--- src/sv/mi4_pkg.sv ---
// ----------------------------------------------------------------------------
// mi4_pkg: shared types and constants for the 4x4 matrix inverse
// Holds widths, the sequencer state type, queue and divider interfaces and
// the minor addressing helper.
// ----------------------------------------------------------------------------
`default_nettype none

package mi4_pkg;

  localparam int FRAC_BITS = 16;
  localparam int ELEM_W    = 32;
  localparam int IDX_W     = 4;
  localparam int Q_DEPTH   = 4;
  localparam int Q_AW      = 2;
  localparam int Q_CW      = 3;
  // Magnitude of a product of up to four elements
  localparam int PROD_W    = 128;
  // Signed cofactor: |C| < 3 * 2^94
  localparam int CF_W      = 98;
  // Signed determinant: |det| < 24 * 2^124
  localparam int DET_W     = 131;
  // Quotient bits searched; a set top bit always saturates
  localparam int QBITS     = 34;
  localparam int DIV_W     = DET_W + QBITS;
  localparam int STEP_W    = 6;

  localparam logic [IDX_W-1:0] LAST_IDX = 4'd15;
  localparam logic [1:0]       OPND_DET = 2'd3;
  localparam logic [2:0]       LAST_TERM = 3'd5;

  typedef struct packed {
    logic [IDX_W-1:0]  idx;
    logic [ELEM_W-1:0] element;
  } qent_t;

  typedef struct packed {
    logic start;
    logic neg;
  } div_req_t;

  typedef struct packed {
    logic              done;
    logic              sat;
    logic [ELEM_W-1:0] value;
  } div_rsp_t;

  typedef enum logic [3:0] {
    ST_LOAD,
    ST_CF_START,
    ST_RD,
    ST_LDP,
    ST_MUL,
    ST_ACC,
    ST_DET_P,
    ST_DET_ACC,
    ST_OUT,
    ST_DIV_GO,
    ST_DIV_WAIT,
    ST_EMIT
  } state_e;

  // Address of operand o of permutation term t in the minor that omits
  // row orow and column ocol.
  function automatic logic [IDX_W-1:0] term_addr(input logic [1:0] orow,
                                                 input logic [1:0] ocol,
                                                 input logic [2:0] t,
                                                 input logic [1:0] o);
    logic [1:0] kc;
    logic [1:0] row;
    logic [1:0] col;
    kc = 2'd0;
    unique case (t)
      3'd0:    kc = o;
      3'd1:    kc = (o == 2'd0) ? 2'd1 : ((o == 2'd1) ? 2'd2 : 2'd0);
      3'd2:    kc = (o == 2'd0) ? 2'd2 : ((o == 2'd1) ? 2'd0 : 2'd1);
      3'd3:    kc = (o == 2'd0) ? 2'd0 : ((o == 2'd1) ? 2'd2 : 2'd1);
      3'd4:    kc = (o == 2'd0) ? 2'd1 : ((o == 2'd1) ? 2'd0 : 2'd2);
      3'd5:    kc = (o == 2'd0) ? 2'd2 : ((o == 2'd1) ? 2'd1 : 2'd0);
      default: kc = 2'd0;
    endcase
    row = (o < orow) ? o : o + 2'd1;
    col = (kc < ocol) ? kc : kc + 2'd1;
    return {row, col};
  endfunction

endpackage

`default_nettype wire

--- src/sv/mi4_queue.sv ---
// ----------------------------------------------------------------------------
// mi4_queue: element queue between front and back
// Small first-in first-out buffer of tagged elements.
// ----------------------------------------------------------------------------
`default_nettype none

module mi4_queue (
  input  wire logic          clk_i,
  input  wire logic          rst_ni,
  input  wire logic          wr_i,
  input  mi4_pkg::qent_t     wr_data_i,
  output logic               full_o,
  input  wire logic          rd_i,
  output mi4_pkg::qent_t     rd_data_o,
  output logic               empty_o
);

  mi4_pkg::qent_t                mem_q [mi4_pkg::Q_DEPTH];
  logic [mi4_pkg::Q_AW-1:0]      wp_q, wp_d;
  logic [mi4_pkg::Q_AW-1:0]      rp_q, rp_d;
  logic [mi4_pkg::Q_CW-1:0]      cnt_q, cnt_d;
  logic                          do_wr;
  logic                          do_rd;

  assign full_o    = (cnt_q == mi4_pkg::Q_CW'(mi4_pkg::Q_DEPTH));
  assign empty_o   = (cnt_q == '0);
  assign rd_data_o = mem_q[rp_q];
  assign do_wr     = wr_i && !full_o;
  assign do_rd     = rd_i && !empty_o;

  // Advance pointers and fill count
  always_comb begin
    wp_d  = do_wr ? wp_q + 1'b1 : wp_q;
    rp_d  = do_rd ? rp_q + 1'b1 : rp_q;
    cnt_d = cnt_q;
    if (do_wr && !do_rd) begin
      cnt_d = cnt_q + 1'b1;
    end else if (do_rd && !do_wr) begin
      cnt_d = cnt_q - 1'b1;
    end
  end

  always_ff @(posedge clk_i or negedge rst_ni) begin
    if (!rst_ni) begin
      wp_q  <= '0;
      rp_q  <= '0;
      cnt_q <= '0;
    end else begin
      wp_q  <= wp_d;
      rp_q  <= rp_d;
      cnt_q <= cnt_d;
    end
  end

  // Store entries
  always_ff @(posedge clk_i) begin
    if (do_wr) begin
      mem_q[wp_q] <= wr_data_i;
    end
  end

endmodule

`default_nettype wire

--- config.mk ---
export PLATFORM = sky130hd
export DESIGN_NAME = mi4_queue
export DESIGN_NICKNAME = d
export VERILOG_FILES = /design/src/sv/mi4_pkg.sv /design/src/sv/mi4_queue.sv
export SDC_FILE = /design/constraint.sdc
export NUM_CORES = 1
export LEC_CHECK = 0
export BUFFER_PORTS_ARGS = -buffer_cell sky130_fd_sc_hd__buf_2
export CORE_AREA = 2 2 141 143
export CTS_CLUSTER_SIZE = 40
export DETAILED_ROUTE_END_ITERATION = 10
export DIE_AREA = 0 0 143 145
export PLACE_DENSITY = 0.6
export SLEW_MARGIN = 20
export SYNTH_ARGS = -nofsm -noshare
export SYNTH_HDL_FRONTEND = slang
export SYNTH_SLANG_ARGS = --single-unit
--- constraint.sdc ---
create_clock -name clk_i -period 2.4 [get_ports clk_i]
set_clock_uncertainty 0.2 [all_clocks]
set_input_delay 0.12 -clock clk_i [delete_from_list [all_inputs] [get_ports clk_i]]
set_output_delay 0.12 -clock clk_i [all_outputs]
set_load 0.005 [all_outputs]
---- Word-level counts from Yosys, hierarchy flattened ----
Memories as Yosys holds them, arrays and structs flattened.
Cells that the tools add are included.
cells by class
  reductions and logical operators ........ 10
  $add $sub $neg .......................... 4
  equal/unequal tests ..................... 1
  muxes and demuxes ....................... 4
operators with widths
  cell                                                                 number
  3-bit 2-to-1 mux                                                     2
  2-bit by 1-bit adder with 2-bit output (second input constant)       2
  1-bit logical AND                                                    4
  1-bit zero test                                                      4
  3-bit by 1-bit adder with 3-bit output (second input constant)       1
  3-bit == test (second input constant)                                1
  3-bit zero test                                                      1
  3-bit by 1-bit subtractor with 3-bit output (second input constant)  1
  1-bit 2-to-1 mux                                                     2
  2-bit nonzero test                                                   1
storage, ports and cells
  output and inout bits ................... 38
  bits in writable memories ............... 144
  flip-flop bits (word level) ............. 7
  input bits .............................. 40
  memories ................................ 1
memory list
  name   words  width  rd ports  clocked after Yosys merged registers in  write ports  RTL line         RTL
  mem_q  4      36     1         0                                        1            mi4_queue.sv:18  mi4_pkg::qent_t mem_q [mi4_pkg::Q_DEPTH];

---- Longest topological paths before layout ----
  depth after elaboration ................. 7
  gate-level depth with buffers ........... 9

---- Worst setup path after synthesis ----
Ideal clock, no wire load.
  kind .................................... register to register
  start point ............................. register cnt_q[2] in the netlist's numbering
  end point ............................... memory mem_q[2][0] in the netlist's numbering (enable)
  stages on the path, launching flop included .. 5
  slack ................................... 111 ps
  clock period less this slack ............ 2289 ps
  arrival time ............................ 1692 ps
  buffers on the path ..................... 1
  path through ............................ dfrtp_1 > nor3b_2 > nor2b_1 > buf_6 > and2_1
on the way
  word-level cells in the longest chain between the ends .. 5
RTL lines
  element                                 RTL line         RTL
  from (decl)                             mi4_queue.sv:21  logic [mi4_pkg::Q_CW-1:0] cnt_q, cnt_d;
  from (signal assigned)                  mi4_queue.sv:51  cnt_q <= cnt_d;
  3-bit == test                           mi4_queue.sv:25  assign full_o = (cnt_q == mi4_pkg::Q_CW'(mi4_pkg::Q_DEPTH));
  net full_o                              mi4_queue.sv:12  output logic full_o,
  1-bit zero test                         mi4_queue.sv:28  assign do_wr = wr_i && !full_o;
  1-bit logical AND                       mi4_queue.sv:28
  net do_wr                               mi4_queue.sv:22  logic do_wr;
  1-bit 2-to-1 mux                        mi4_queue.sv:57  if (do_wr) begin
  1-bit 2-to-1 mux (implied by the code)  mi4_queue.sv:58  mem_q[wp_q] <= wr_data_i;
  to (decl)                               mi4_queue.sv:18
The timed path passes the listed nets, and every way through them passes these cells.

---- Final worst setup path ----
  start point ............................. register cnt_q[1] in the netlist's numbering
  end point ............................... register cnt_q[2] in the netlist's numbering
on the way
  word-level cells in the longest chain between the ends .. 6
  elaborated cells between the ends (all ways) .. 15
  classes of those cells .................. add/sub: 2; eq/ne: 1; mux: 2; reduce/logical: 10
RTL lines
  element
  branches (longest 6 deep; another with 3-bit by 1-bit subtractor with 3-bit output)
Several ways; the timed one is not identified. The select of a mux whose other input is x is not followed.
A chain may end at the register's enable or synchronous reset.

==> results.md <==
- Status: completed
- CP startpoint kind: flip-flop
- Total track usage: 0.1055
- Post-Syn Area per Cell: approximately 25 um^2
- Post-synth net total: 270
- Area of the core: 0.01921 mm^2
- Routed WL: 10.31 mm
- Most Crowded Layer GR: met2
- CP Capture Type: flip-flop
- Top post-synthesis cells by area: edfxtp_1 77%, mux4_2 14%, dfrtp_1 3.1%, ha_1 1.1%, buf_12 0.71%
- Cell Count Post-Placement: between 500 and 600
- IO Count: 78
- CTS tree: done
- Share of layout cells above drive strength 1: 0.4400
- Vias post-DR: 2,698
- Critical path's most frequent cell: xor2_1
- Post-synthesis sequential area ratio: 0.7984
- Starting DRT DRC Count: 152
- RSZ-0062 raised after global routing: no
- IR drop worst, VDD: 0.5167 mV
- Final setup fails: 0
- Hold Crit Class: primary input to flip-flop
- GRT overflow: 0
- Worst slew pin tran: 0.4545 ns
- First-pass DRT Iterations: 5
- Row cnt: between 50 and 60
- Library cells used by synthesis: 20
- Slowest cell on crit path: dfrtp_1
- Delay of the slowest critical-path stage: 0.42 ns
- Synth top area share: 0.7673
- Detailed Place HPWL: between 6 and 7 mm
- Crit path max-delay family: simple AND/OR/NAND/NOR gates
- Worst Slack Setup Final: about 0.11 ns
- Synthesized cell area: 0.005635 mm^2
- Pin count of the biggest net entering global routing: 37
- Final Max Tran Viols: 0
- # diodes: 0
- Root Driver: clkbuf_16
- P&R area growth vs syn: 30.84%
- Worst Path Required: 2.54 ns
- Met1 usage: 0.1254
- Htree depth: 4
- First-pass GRT wire length: about 16 mm
- Post-layout minimum cycle time: 2.290 ns
- I/O Buffers: 77
- Clk sinks: between 150 and 200
- Clk buf depth: 2
- Die W: about 140 um
- GPL Wtd Cong: 0.6437
- Power per cell area: around 1200 mW/mm^2
- Vias per inst: 4.216
- Static Leak: between 2 and 3 nW
- Buf/Inv on CP: 1
- Pre-CTS setup slack: 0.08156 ns
- Crit path cell chain: or3_4 > nand2_2 > ha_2 > inv_1 > fa_1 > xor2_1 > nor2_1 > xor2_1
- Filler Cell Count: between 1,500 and 2,000
- Worst endpoint data arrival time: between 2 and 2.5 ns
- Setup bufs post-CTS: 0
- DIE AREA: approximately 0.021 mm^2
- CTS clk-pin slew, worst paths: 0.06 ns
- Die Ht: 145 um
- Final layout net count: between 400 and 500
- Syn. warnings: 0
- Max Cap Viol: 0
- Starting Density: 0.2934
- Yosys reg bits: about 150
- Area leader, netlist: edfxtp_1
- Vias in the first global route: 2,959
- Final worst-path cycle share: 0.9541
- Inserted Clock Buffers: 17
- Drt wl/cell: 16.11 um
- WS Path Type: flip-flop to flip-flop
- GR Util met3: 0.04455
- Finished Layout Cells: 640
- Setup TNS: 0 ns
- Initial antenna violation count: 0
- Final ANT Viol Nets: 0
- Latest clock arrival within the worst-skew pair: around 0.41 ns
- Post-route DRC: 0
- Maximum fanout along the worst path: 4
- Max-Slew Margin vs Limit: 0.6970
- Fmax: roughly 440 MHz
- Hold Fails Final Rpt: 0
- Cell count after synthesis: about 220
- M2 GR Usage: 0.1706
per-layer routing:
metal / part of all wire / up-vias
li1: - / 1215
met1: 0.44 / 1404
met2: 0.49 / 67
met3: 0.055 / 12
met4: 0.014 / 0
met5: 0 / -
metrics by stage:
step	cell area [um^2]	utilization	hold slack, ns	total power, mW
3_5_place_dp	6385	0.3324	-0.2374	6.149
4_1_cts	7363	0.3834	0.04533	8.829
2_1_floorplan	5635	-	-0.3756	5.202
5_1_grt	7373	0.3839	0.06743	9.120
6_report	7373	0.3839	0.06670	8.660
3_3_place_gp	6385	0.3324	-0.2382	6.085
power breakdown:
group	internal, mW	switching [mW]
clock network	1.63	0.988
logic	1.23	1.12
registers	3.50	0.202
total	6.35	2.31
worst register-to-register path: stages (launching register included):
cell and delay, ns:
dfrtp_1 0.42, or3_4 0.40, nand2_2 0.10, ha_2 0.20
inv_1 0.06, fa_1 0.37, xor2_1 0.16, nor2_1 0.14
xor2_1 0.17
Yosys cell counts:
cell type / instances
and2_1: 4
buf_12: 2
buf_2: 4
buf_4: 1
buf_6: 2
dfrtp_1: 7
edfxtp_1: 144
fa_1: 1
ha_1: 5
inv_1: 4
mux2_2: 2
mux4_2: 36
nand2_1: 1
nand3_1: 1
nor2_1: 1
nor2b_1: 1
nor3b_2: 1
or3_1: 1
xnor2_1: 4
xor2_1: 2
worst paths after layout:
check,start,to,slack [ns],depth (start not counted)
setup / recovery,cnt_q[1]$_DFFE_PN0P_,cnt_q[2]$_DFFE_PN0P_,0.11,8
setup reg to reg,cnt_q[1]$_DFFE_PN0P_,cnt_q[2]$_DFFE_PN0P_,0.11,8
hold reg to reg,rp_q[0]$_DFFE_PN0P_,rp_q[0]$_DFFE_PN0P_,0.32,1
max in group asynchronous,rst_ni,rp_q[1]$_DFFE_PN0P_,1.27,3
min in group asynchronous,rst_ni,cnt_q[1]$_DFFE_PN0P_,0.46,3
hold / removal,wr_i,wp_q[0]$_DFFE_PN0P_,0.07,4
logic make-up after synthesis:
logic type	share of synthesized area
flip-flops	0.7984
buffers and inverters	0.01865
multiplexers	0.1479
AND/OR/NAND/NOR	0.01110
XOR/XNOR	0.009325
adder cells (fa/ha/maj)	0.01465
area by class of cell:
cell class                 instances  area (um^2)  share of cell area
sequential                       151         4502              0.6106
multi-input combinational         60         1046              0.1419
timing repair buffer             128        890.9              0.1208
clock buffer                      19        432.9             0.05871
tap                              265        331.6             0.04497
clock inverter                    13        155.1             0.02104
inverter                           4        15.01            0.002036
registers in the layout (all words and copies together) (netlist names):
| register | cells |
|---|---|
| wp_q | 2 |
| mem_q | 144 |
| cnt_q | 3 |
| rp_q | 2 |
repair_timing:
item / CTS / global route
hold buffers: 39 / 0
resized for setup: 0 / 3
setup endpoints to repair: 0 / 1
endpoints found under the hold margin: 153 / 0
cell usage in the layout, fill, tap and decap left out, types with 3 or more instances in the layout:
master and instances:
buf_2 77, dfrtp_1 5, bufinv_16 3, inv_1 4, clkinvlp_4 4, ha_1 4, edfxtp_1 144, mux4_2 36
dlygate4sd3_1 39, and2_2 4, buf_4 10, xnor2_1 4, clkbuf_16 17
Note: power is estimated with default switching activity, not from simulation.
