--- src/sv/mi4_pkg.sv ---
// ----------------------------------------------------------------------------
// mi4_pkg: shared types and constants for the 4x4 matrix inverse
// Holds widths, the sequencer state type, queue and divider interfaces and
// the minor addressing helper.
// ----------------------------------------------------------------------------
`default_nettype none

package mi4_pkg;

  localparam int FRAC_BITS = 16;
  localparam int ELEM_W    = 32;
  localparam int IDX_W     = 4;
  localparam int Q_DEPTH   = 4;
  localparam int Q_AW      = 2;
  localparam int Q_CW      = 3;
  // Magnitude of a product of up to four elements
  localparam int PROD_W    = 128;
  // Signed cofactor: |C| < 3 * 2^94
  localparam int CF_W      = 98;
  // Signed determinant: |det| < 24 * 2^124
  localparam int DET_W     = 131;
  // Quotient bits searched; a set top bit always saturates
  localparam int QBITS     = 34;
  localparam int DIV_W     = DET_W + QBITS;
  localparam int STEP_W    = 6;

  localparam logic [IDX_W-1:0] LAST_IDX = 4'd15;
  localparam logic [1:0]       OPND_DET = 2'd3;
  localparam logic [2:0]       LAST_TERM = 3'd5;

  typedef struct packed {
    logic [IDX_W-1:0]  idx;
    logic [ELEM_W-1:0] element;
  } qent_t;

  typedef struct packed {
    logic start;
    logic neg;
  } div_req_t;

  typedef struct packed {
    logic              done;
    logic              sat;
    logic [ELEM_W-1:0] value;
  } div_rsp_t;

  typedef enum logic [3:0] {
    ST_LOAD,
    ST_CF_START,
    ST_RD,
    ST_LDP,
    ST_MUL,
    ST_ACC,
    ST_DET_P,
    ST_DET_ACC,
    ST_OUT,
    ST_DIV_GO,
    ST_DIV_WAIT,
    ST_EMIT
  } state_e;

  // Address of operand o of permutation term t in the minor that omits
  // row orow and column ocol.
  function automatic logic [IDX_W-1:0] term_addr(input logic [1:0] orow,
                                                 input logic [1:0] ocol,
                                                 input logic [2:0] t,
                                                 input logic [1:0] o);
    logic [1:0] kc;
    logic [1:0] row;
    logic [1:0] col;
    kc = 2'd0;
    unique case (t)
      3'd0:    kc = o;
      3'd1:    kc = (o == 2'd0) ? 2'd1 : ((o == 2'd1) ? 2'd2 : 2'd0);
      3'd2:    kc = (o == 2'd0) ? 2'd2 : ((o == 2'd1) ? 2'd0 : 2'd1);
      3'd3:    kc = (o == 2'd0) ? 2'd0 : ((o == 2'd1) ? 2'd2 : 2'd1);
      3'd4:    kc = (o == 2'd0) ? 2'd1 : ((o == 2'd1) ? 2'd0 : 2'd2);
      3'd5:    kc = (o == 2'd0) ? 2'd2 : ((o == 2'd1) ? 2'd1 : 2'd0);
      default: kc = 2'd0;
    endcase
    row = (o < orow) ? o : o + 2'd1;
    col = (kc < ocol) ? kc : kc + 2'd1;
    return {row, col};
  endfunction

endpackage

`default_nettype wire

--- src/sv/mi4_front.sv ---
// ----------------------------------------------------------------------------
// mi4_front: input side of the matrix inverse
// Accepts elements and tags each with its row-major position.
// ----------------------------------------------------------------------------
`default_nettype none

module mi4_front (
  input  wire logic                          clk_i,
  input  wire logic                          rst_ni,
  input  wire logic                          push,
  input  wire logic [mi4_pkg::ELEM_W-1:0]    element_i,
  output logic                               full,
  input  wire logic                          q_full_i,
  output logic                               q_wr_o,
  output mi4_pkg::qent_t                     q_data_o
);

  logic [mi4_pkg::IDX_W-1:0] load_cnt_q, load_cnt_d;

  assign full             = q_full_i;
  assign q_wr_o           = push && !q_full_i;
  assign q_data_o.idx     = load_cnt_q;
  assign q_data_o.element = element_i;

  // Advance the position on each accepted item, wrap after sixteen
  always_comb begin
    load_cnt_d = q_wr_o ? load_cnt_q + 1'b1 : load_cnt_q;
  end

  always_ff @(posedge clk_i or negedge rst_ni) begin
    if (!rst_ni) begin
      load_cnt_q <= '0;
    end else begin
      load_cnt_q <= load_cnt_d;
    end
  end

endmodule

`default_nettype wire

--- config.mk ---
export PLATFORM = sky130hd
export DESIGN_NAME = mi4_front
export DESIGN_NICKNAME = d
export VERILOG_FILES = /design/src/sv/mi4_pkg.sv /design/src/sv/mi4_front.sv
export SDC_FILE = /design/constraint.sdc
export NUM_CORES = 1
export LEC_CHECK = 0
export BUFFER_PORTS_ARGS = -buffer_cell sky130_fd_sc_hd__clkbuf_2
export CORE_AREA = 2 2 45 47
export CTS_BUF_LIST = sky130_fd_sc_hd__clkbuf_8
export DETAILED_ROUTE_END_ITERATION = 6
export DIE_AREA = 0 0 47 49
export PLACE_DENSITY = 0.81
export RECOVER_POWER = 25
export SLEW_MARGIN = 25
export SYNTH_ARGS = -nofsm -noshare
export SYNTH_HDL_FRONTEND = slang
export SYNTH_SLANG_ARGS = --single-unit
--- constraint.sdc ---
create_clock -name clk_i -period 1.39 [get_ports clk_i]
set_input_delay 0 -clock clk_i [delete_from_list [all_inputs] [get_ports clk_i]]
set_output_delay 0 -clock clk_i [all_outputs]
set_load 0.05 [all_outputs]
### Yosys cells after proc, flatten, opt, wreduce, memory -nomap -nowiden

Cells that the tools add are included.

* bits in registers: 4
* output and inout bits: 38
* logic and storage cells: 4

* $add $sub $neg: 1
* reductions and logical operators: 2

Operator list (number)
* 4-bit by 1-bit adder with 4-bit output, second input constant: 1
* 1-bit logical AND: 1
* 1-bit zero test: 1

### Logic depth before layout (Yosys ltp)

Gate-level depths: netlist of run 1.

* depth in word-level cells: 2
* gate-level depth with buffers: 4
* gate-level depth less buffers: 3

### Worst setup path before layout of run 1

OpenSTA, ideal clock, no wires.

* path type: reg2reg
* from: register load_cnt_q[0] (netlist bit)
* to: register load_cnt_q[1] (netlist bit)
* data arrival time: 1225 ps
* cell stages (with the launch flop): 3
* path slack: 40 ps
* cell sequence: dfrtp_1 -> ha_1 -> mux2_4

* word-level cells in the longest chain between the ends: 1

RTL lines
* from (decl): RTL line mi4_front.sv:18 `logic [mi4_pkg::IDX_W-1:0] load_cnt_q, load_cnt_d;`
* from (signal assigned): RTL line mi4_front.sv:34 `load_cnt_q <= load_cnt_d;`
* 4-bit by 1-bit adder with 4-bit output: RTL line mi4_front.sv:27 `load_cnt_d = q_wr_o ? load_cnt_q + 1'b1 : load_cnt_q;`

No other way between the ends.
A chain may end at the register's enable or synchronous reset.

### Worst setup path in the final report of run 1

Ends and elaborated chain as after synthesis.

==> reports/metrics.yaml, run 1 <==
sta:
  tightestPinTransition_ps: 456.8
  slew_headroom_pct: 69.48
  fmax_mhz: 917.2
  min_period_over_period_pct: 78.44
  fin_crit_ps: 1090
  setup_viol: 0
  timing.final.ws_setup_ps: 299.7
  rsz0062_at_grt: "false"
  final-hold-violation-count: 0
  hold_slack_ps: 0.02195
  fin_skew_ps: 0.6458
  slew_violations: 0
  fin_tns_setup_ps: 0
routing:
  via_count: 176
  vias_per_cell: 3.385
  routed_wl_um: 538
  drcViolationCount: 0
  first_pass_iters: 1
  ant_nets: 0
  routedWlPerCell_um: 10.35
  drt-initial-drc-count: 0
yosys:
  ys_ff_latch: 4
  synth_cell_types: 10
  syn_area_per_cell_sq_um: 9.330
  synth_cells: 46
  ys_warn_count: 0
  yosysSeqAreaShare_pct: 23.32
  syn_area_sq_um: 429.2
  synth_nets: 83
cts:
  cts_tree: "built"
  clock-sinks: 4
  path_clk_slew_ps: 30
  cts_buffers: 3
  htreeDepth: 1
  cts-root-buf: "clkbuf_8"
  cts_setup_buffers: 0
  cts_buffer_depth: 2
  clock_latency_ps: 220
floorplan:
  die_w_um: 47
  core.rowCount: 16
  ios: 74
  start_util_pct: 23.30
  die_h_um: 49
  core_sq_mm: 0.001842
  dieArea_sq_mm: 0.002303
worst_setup_path:
  worst_setup_path_start_kind: "flop"
  worstPathRequired_ps: 1490
  cp-startpoint: "load_cnt_q[0]$_DFFE_PN0P_"
  rr_worst_depth: 2
  end_kind: "flop"
  crit_arrival_ps: 1190
  r2r_start: "load_cnt_q[0]$_DFFE_PN0P_"
  critPathKind: "reg2reg"
  cp_max_fo: 4
global_routing:
  grt_pass1_vias: 205
  grt_pass1_wl_um: 841
  antenna_found_initial: 0
  grt-ovfl-total: 0
  grt_start_max_net_pins: 6
  grt_usage_pct: 6.353
placement:
  place.gp.congestion: 0.6119
  placed_area_sq_um: 255.2
  portBuffers: 9
  pre_cts_ws_ps: 304.8
  dp_cells: 48
layout:
  fin_nets: 64
  design_area_sq_um: 306.5
  final_common_cell: "clkbuf_2"
  max_flop_register: "load_cnt_q"
  diodes: 0
  area_growth_pct: -28.57
  largest_reg_flops: 4
  layout_common_cells: "clkbuf_2 (9), dfrtp_1 (4), clkbuf_8 (3), xnor2_1 (2)"
  drive_above_1_share_pct: 56.00
  top_regs: "load_cnt_q: 4 flops"
  final_cell_count_no_fill: 52
power_and_ir_drop:
  leakagePower_nw: 0.1464
  max-vdd-ir-drop_v: 0.0006197
  power_per_cell_area_mw_per_mm2: 2907
worst_hold_path:
  hp-start: "element_i[15]"
  hold_depth: 0
  hold_class: "in2out"
outcome:
  status: "finished clean"
job:
  drv_cap: 0
metrics by stage:
step                power (mW)  utilization [%]
finish                  0.8910            16.64
global route            0.9528            16.64
CTS                     0.9064            16.64
detailed placement      0.6480            13.86
global placement        0.6359            13.86
floorplan               0.8024                -
layer usage:
metal / track usage [%] / part of all wire (%)
met1: 5.204 / 39
met2: 5.708 / 31
met3: 5.926 / 21
met5: 0 / 0
met4: 11.57 / 8.6
Yosys cell counts:
cell type  count  share of area, %
xor2_1         1               2.0
buf_2          1               1.2
dfrtp_1        4                23
nand2_1        1              0.87
nand4_2        1               2.9
ha_1           1               2.9
mux2_4         1               3.5
xnor2_1        2               4.1
nor2b_1        1               1.5
buf_4         33                58
repair_timing:
item                                   4_1_cts  5_1_grt
hold buffers                                 1        0
resized for setup                            0        0
endpoints found under the hold margin        4        0
worst max-delay path, cell delays in order (launching register included):
cell,delay [ps]
dfrtp_1,410
ha_1,300
mux2_4,250
logic make-up after synthesis:
family / synth area share, %
xor+xnor: 6.124
buf+inv: 58.89
mux: 3.498
flops: 23.32
simple gates: 5.247
fa+ha+maj: 2.915
final cells by class:
| class | instances | area, sq um |
|---|---|---|
| multi-input cells | 8 | 76.32 |
| flip-flops and latches | 4 | 100.1 |
| well taps | 27 | 33.78 |
| clock buffers | 3 | 41.29 |
| repair buffers | 10 | 55.05 |
| fillers | 225 | 1535 |
path summary, 6_finish.rpt:
| path | to | slack (ps) |
|---|---|---|
| max in group asynchronous | load_cnt_q[2]$_DFFE_PN0P_ | 1120 |
| worst min-delay path | q_data_o[15] | 0.02 |
| worst max-delay path | load_cnt_q[1]$_DFFE_PN0P_ | 300 |
| worst min register to register | load_cnt_q[3]$_DFFE_PN0P_ | 460 |
| min in group asynchronous | load_cnt_q[3]$_DFFE_PN0P_ | 140 |
| worst max register to register | load_cnt_q[1]$_DFFE_PN0P_ | 300 |
where the power goes:
| group | total, mW | switching [mW] | internal [mW] |
|---|---|---|---|
| combinational | 0.401 | 0.287 | 0.114 |
| clock | 0.246 | 0.0610 | 0.185 |
| sequential | 0.244 | 0.0663 | 0.178 |
(Power assumes the default switching activity.)
==> inputs of run 2 (changes only) <==
PLACE_DENSITY = 0.84   (was 0.81)
clock period = 0.9 ns   (was 1.39 ns; I/O delays follow)
==> reports/metrics.yaml, run 2 (synthesis results as in run 1) <==
outcome:
  status: "finished with violations"  # was finished clean
  violations: "setup timing"
sta:
  fin_skew_ps: 4.710  # was 0.6458 ps
  fin_crit_ps: 1013  # was 1090 ps
  slew_violations: 0  # unchanged
  setup_viol: 3  # was 0
  fin_tns_setup_ps: -231.8  # was 0 ps
  hold_slack_ps: 0.02195  # unchanged
  rsz0062_at_grt: "true"  # was false
  final-hold-violation-count: 0  # unchanged
  timing.final.ws_setup_ps: -112.9  # was 299.7 ps
  slew_headroom_pct: 81.56  # was 69.48%
  fmax_mhz: 987.3  # was 917.2 MHz
  min_period_over_period_pct: 112.5  # was 78.44%
  tightestPinTransition_ps: 277.8  # was 456.8 ps
routing:
  via_count: 177  # was 176
  routedWlPerCell_um: 9.982  # was 10.35 um
  drcViolationCount: 0  # unchanged
  vias_per_cell: 3.161  # was 3.385
  ant_nets: 0  # unchanged
  first_pass_iters: 2  # was 1
  routed_wl_um: 559  # was 538 um
  drt-initial-drc-count: 4  # was 0
power_and_ir_drop:
  sw_frac_of_total_pct: 41.31  # was 46.47%
  leakagePower_nw: 0.1801  # was 0.1464 nW
  clockPowerShare_pct: 22.3  # was 27.6%
  internal_power_mw: 1.008  # was 0.4769 mW
  power.net_switching_mw: 0.7097  # was 0.4141 mW
  comb_power_share_pct: 55.5  # was 45.0%
  sequentialPowerShare_pct: 22.2  # was 27.4%
  max-vdd-ir-drop_v: 0.001144  # was 0.0006197 V
  power_per_cell_area_mw_per_mm2: 4387  # was 2907 mW/mm^2
  finalPower_mw: 1.718  # was 0.8910 mW
global_routing:
  grt_start_max_net_pins: 6  # unchanged
  antenna_found_initial: 0  # unchanged
  grt_usage_pct: 5.357  # was 6.353%
  grt_pass1_wl_um: 828  # was 841 um
  grt-ovfl-total: 0  # unchanged
  grt_pass1_vias: 193  # was 205
worst_setup_path:
  crit_arrival_ps: 1110  # was 1190 ps
  end_kind: "flop"  # unchanged
  critPathKind: "reg2reg"  # unchanged
  worstPathCellList: "ha_4 -> mux2_4"  # was ha_1 -> mux2_4
  max_stage_delay_ps: 410  # about the same
  r2r_start: "load_cnt_q[0]$_DFFE_PN0P_"  # unchanged
  rr_worst_depth: 2  # unchanged
  crit_buf_inv: 0  # unchanged
  rrSetupSlack_ps: -110  # was 300 ps
  cp_max_fo: 2  # was 4
  worstPathRequired_ps: 1000  # was 1490 ps
  worst_path_max_delay_cell: "dfrtp_2"  # was dfrtp_1
  critical-path-top-delay-family: "flip-flops"  # unchanged
  r2r_end: "load_cnt_q[1]$_DFFE_PN0P_"  # unchanged
  worst_setup_path_start_kind: "flop"  # unchanged
layout:
  utilization_pct: 21.26  # was 16.64%
  top_regs: "load_cnt_q: 4 flops"  # unchanged
  layout_common_cells: "clkbuf_2 (6), clkbuf_8 (3), dfrtp_2 (3), buf_4 (3)"  # was clkbuf_2 (9), dfrtp_1 (4), clkbuf_8 (3), xnor2_1 (2)
  largest_reg_flops: 4  # unchanged
  max_flop_register: "load_cnt_q"  # unchanged
  drive_above_1_share_pct: 75.86  # was 56.00%
  diodes: 0  # unchanged
  final_cell_count_no_fill: 56  # was 52
  final_common_cell: "clkbuf_2"  # unchanged
  fin_nets: 67  # was 64
  area_growth_pct: -8.746  # was -28.57%
  design_area_sq_um: 391.6  # was 306.5 sq um
cts:
  cts_setup_buffers: 0  # unchanged
  path_clk_slew_ps: 30  # about the same
  cts_tree: "built"  # unchanged
  cts-root-buf: "clkbuf_8"  # unchanged
  htreeDepth: 1  # unchanged
  cts_buffer_depth: 2  # unchanged
  clock_latency_ps: 220  # about the same
  cts_buffers: 3  # unchanged
  clock-sinks: 4  # unchanged
floorplan:
  core.rowCount: 16  # unchanged
  core_sq_mm: 0.001842  # unchanged
  start_util_pct: 23.30  # unchanged
  die_w_um: 47  # unchanged
  die_h_um: 49  # unchanged
  ios: 74  # unchanged
  dieArea_sq_mm: 0.002303  # unchanged
worst_hold_path:
  hold_depth: 0  # unchanged
  hp-start: "element_i[15]"  # unchanged
  hold_class: "in2out"  # unchanged
  min_delay_worst_endpoint: "q_data_o[15]"  # unchanged
placement:
  dp_cells: 51  # was 48
  place.gp.congestion: 0.6246  # was 0.6119
  placed_area_sq_um: 296.5  # was 255.2 sq um
  portBuffers: 9  # unchanged
  pre_cts_ws_ps: -107.3  # was 304.8 ps
job:
  drv_cap: 0  # unchanged
[run 2: worst max path at each step]
stage | start | endpoint | slack (ps) | cells after the start
2_1_floorplan | load_cnt_q[0]$_DFFE_PN0P_ | load_cnt_q[1]$_DFFE_PN0P_ | -260 | 2
3_3_place_gp | load_cnt_q[1]$_DFFE_PN0P_ | load_cnt_q[1]$_DFFE_PN0P_ | -100 | 2
3_5_place_dp | load_cnt_q[1]$_DFFE_PN0P_ | load_cnt_q[1]$_DFFE_PN0P_ | -110 | 2
4_1_cts | load_cnt_q[1]$_DFFE_PN0P_ | load_cnt_q[1]$_DFFE_PN0P_ | -110 | 2
5_1_grt | load_cnt_q[0]$_DFFE_PN0P_ | load_cnt_q[1]$_DFFE_PN0P_ | -130 | 2
6_report | load_cnt_q[0]$_DFFE_PN0P_ | load_cnt_q[1]$_DFFE_PN0P_ | -110 | 2
[run 2: cell type report]
cell class                      instances  area (sq um)
Multi-Input combinational cell          8         91.34
Timing Repair Buffer                   13         117.6
Clock inverter                          1         3.754
Clock buffer                            3         41.29
Sequential cell                         4         103.9
Fill cell                             214          1450
Tap cell                               27         33.78
[run 2: worst reg2reg max path: cells and delay by family (launching register included)]
| kind | cells | cell delay [ps] |
|---|---|---|
| multiplexers | 1 | 250 |
| flip-flops | 1 | 410 |
| adder cells (fa/ha/maj) | 1 | 230 |
[run 2: what timing repair did]
item / CTS / global route
hold endpoints to repair: 4 / 0
setup endpoints to repair: 3 / 5
pin swaps: 0 / 1
hold buffers: 1 / 0
resized for setup: 6 / 1
[run 2: power groups by stage]
stage               clock network [mW]  registers (mW)  logic, mW
global route                     0.409           0.391      0.993
floorplan                            0           0.729      0.572
CTS                              0.397           0.381      0.949
finish                           0.383           0.381      0.954
global placement                     0           0.375      0.740
detailed placement                   0           0.383      0.756
[run 2: per-layer routing]
metal	share of wire [%]	vias up	wire length, um	track usage, %
met5	0	-	0	0
met2	52	9	290	6.393
met1	35	92	195	4.535
met4	1.1	0	6	6.944
li1	-	74	-	-
met3	12	2	66	4.444
==> inputs of run 3 (changes only) <==
PLACE_DENSITY = 0.81   (was 0.84)
clock period = 1 ns   (was 0.9 ns; I/O delays follow)
==> reports/metrics.yaml, run 3 (synthesis results as in run 1) <==
floorplan:
  die_w_um: 47  # unchanged
  core_sq_mm: 0.001842  # unchanged
  ios: 74  # unchanged
  die_h_um: 49  # unchanged
  start_util_pct: 23.30  # unchanged
  core.rowCount: 16  # unchanged
  dieArea_sq_mm: 0.002303  # unchanged
global_routing:
  grt-ovfl-total: 0  # unchanged
  grt_use_met1_pct: 4.505  # was 4.535%
  grt_usage_pct: 5.132  # was 5.357%
  grt_pass1_vias: 195  # was 193
  met2_usage_pct: 5.251  # was 6.393%
  grt_start_max_net_pins: 6  # unchanged
  antenna_found_initial: 0  # unchanged
  busiest_layer: "met4"  # unchanged
  use_met3_pct: 5.185  # was 4.444%
  grt_pass1_wl_um: 765  # was 828 um
routing:
  drcViolationCount: 0  # unchanged
  ant_nets: 0  # unchanged
  first_pass_iters: 2  # unchanged
  via_count: 180  # was 177
  vias_per_cell: 3.214  # was 3.161
  drt-initial-drc-count: 2  # was 4
  routedWlPerCell_um: 9.321  # was 9.982 um
  routed_wl_um: 522  # was 559 um
worst_setup_path:
  crit_arrival_ps: 1110  # about the same
  end_kind: "flop"  # unchanged
  max_stage_delay_ps: 410  # about the same
  worstPathRequired_ps: 1100  # was 1000 ps
  critPathKind: "reg2reg"  # unchanged
  cp_max_fo: 2  # unchanged
  rrSetupSlack_ps: -10  # was -110 ps
  worstPathCellList: "ha_4 -> mux2_4"  # unchanged
  worst_setup_path_start_kind: "flop"  # unchanged
  worst_path_max_delay_cell: "dfrtp_2"  # unchanged
cts:
  path_clk_slew_ps: 30  # about the same
  htreeDepth: 1  # unchanged
  cts_buffer_depth: 2  # unchanged
  clock_latency_ps: 220  # about the same
  clock-sinks: 4  # unchanged
  cts-root-buf: "clkbuf_8"  # unchanged
  cts_setup_buffers: 0  # unchanged
  cts_buffers: 3  # unchanged
  cts_tree: "built"  # unchanged
worst_hold_path:
  hold_class: "in2out"  # unchanged
power_and_ir_drop:
  finalPower_mw: 1.420  # was 1.718 mW
  leakagePower_nw: 0.1677  # was 0.1801 nW
  max-vdd-ir-drop_v: 0.0009293  # was 0.001144 V
  power_per_cell_area_mw_per_mm2: 3914  # was 4387 mW/mm^2
sta:
  fin_crit_ps: 1015  # was 1013 ps
  fmax_mhz: 985.5  # was 987.3 MHz
  timing.final.ws_setup_ps: -14.76  # was -112.9 ps
  min_period_over_period_pct: 101.5  # was 112.5%
  setup_viol: 1  # was 3
  slew_violations: 0  # unchanged
  rsz0062_at_grt: "true"  # unchanged
  final-hold-violation-count: 0  # unchanged
  tightestPinTransition_ps: 277.7  # was 277.8 ps
  slew_headroom_pct: 81.57  # was 81.56%
  fin_skew_ps: 3.729  # was 4.710 ps
layout:
  nFillCells: 220  # was 214
  layout_common_cells: "clkbuf_2 (7), clkbuf_8 (4), buf_4 (4), dfrtp_2 (3), xnor2_1 (2)"  # was clkbuf_2 (6), clkbuf_8 (3), dfrtp_2 (3), buf_4 (3)
  fin_nets: 67  # unchanged
  final_common_cell: "clkbuf_2"  # unchanged
  area_growth_pct: -15.45  # was -8.746%
  max_flop_register: "load_cnt_q"  # unchanged
  final_cell_count_no_fill: 56  # unchanged
  largest_reg_flops: 4  # unchanged
  diodes: 0  # unchanged
  drive_above_1_share_pct: 75.86  # unchanged
  top_regs: "load_cnt_q: 4 flops"  # unchanged
placement:
  portBuffers: 9  # unchanged
  pre_cts_ws_ps: -6.780  # was -107.3 ps
  dp_cells: 51  # unchanged
  place.gp.congestion: 0.6387  # was 0.6246
outcome:
  violations: "setup timing"  # unchanged
  status: "finished with violations"  # unchanged
job:
  drv_cap: 0  # unchanged
## run 3: layer usage
| metal | share of wire (%) | vias up | wire length [um] |
|---|---|---|---|
| met4 | 1.9 | 0 | 10 |
| li1 | - | 75 | - |
| met1 | 36 | 90 | 188 |
| met2 | 47 | 11 | 246 |
| met3 | 15 | 4 | 77 |
| met5 | 0 | - | 0 |
## run 3: cell type report
class	instances	area, sq um	area share [%]
clock buffers	3	41.29	11.38
clock inverters	1	3.754	1.034
multi-input cells	8	91.34	25.17
flip-flops and latches	4	103.9	28.62
well taps	27	33.78	9.310
repair buffers	13	88.84	24.48
## run 3: where the power goes
| group | switching [mW] | internal, mW |
|---|---|---|
| Combinational | 0.451 | 0.281 |
| Clock | 0.0849 | 0.262 |
| Sequential | 0.0820 | 0.260 |
| Total | 0.618 | 0.803 |
## run 3: final timing paths
| kind | from | endpoint | depth (start not counted) |
|---|---|---|---|
| hold / removal | element_i[15] | q_data_o[15] | 0 |
| min in group asynchronous | rst_ni | load_cnt_q[1]$_DFFE_PN0P_ | 2 |
| max in group asynchronous | rst_ni | load_cnt_q[2]$_DFFE_PN0P_ | 2 |
| hold reg to reg | load_cnt_q[3]$_DFFE_PN0P_ | load_cnt_q[3]$_DFFE_PN0P_ | 1 |
| setup / recovery | load_cnt_q[1]$_DFFE_PN0P_ | load_cnt_q[1]$_DFFE_PN0P_ | 2 |
| setup reg to reg | load_cnt_q[1]$_DFFE_PN0P_ | load_cnt_q[1]$_DFFE_PN0P_ | 2 |
## run 3: per-stage QoR
stage,TNS [ps],util [%],area (sq um),hold WS [ps]
after floorplan,-171.6,-,447.9,-295.6
after global placement,0,16.10,296.5,-190.1
after detailed placement,-6.780,16.10,296.5,-186.9
after CTS,-13.08,19.70,362.8,0.3409
after global routing,-24.22,19.70,362.8,0.07183
final,-14.76,19.70,362.8,0.02195
## run 3: what timing repair did
| item | in CTS | in global routing |
|---|---|---|
| setup endpoints to repair | 3 | 2 |
| hold endpoints to repair | 4 | 0 |
| resized for setup | 3 | 1 |
| hold buffers | 1 | 0 |
## run 3: critical path, delay by kind of cell, from the launching register on
kind | cells | cell delay (ps)
adders and majority gates | 1 | 230
muxes | 1 | 250
DFF | 1 | 410
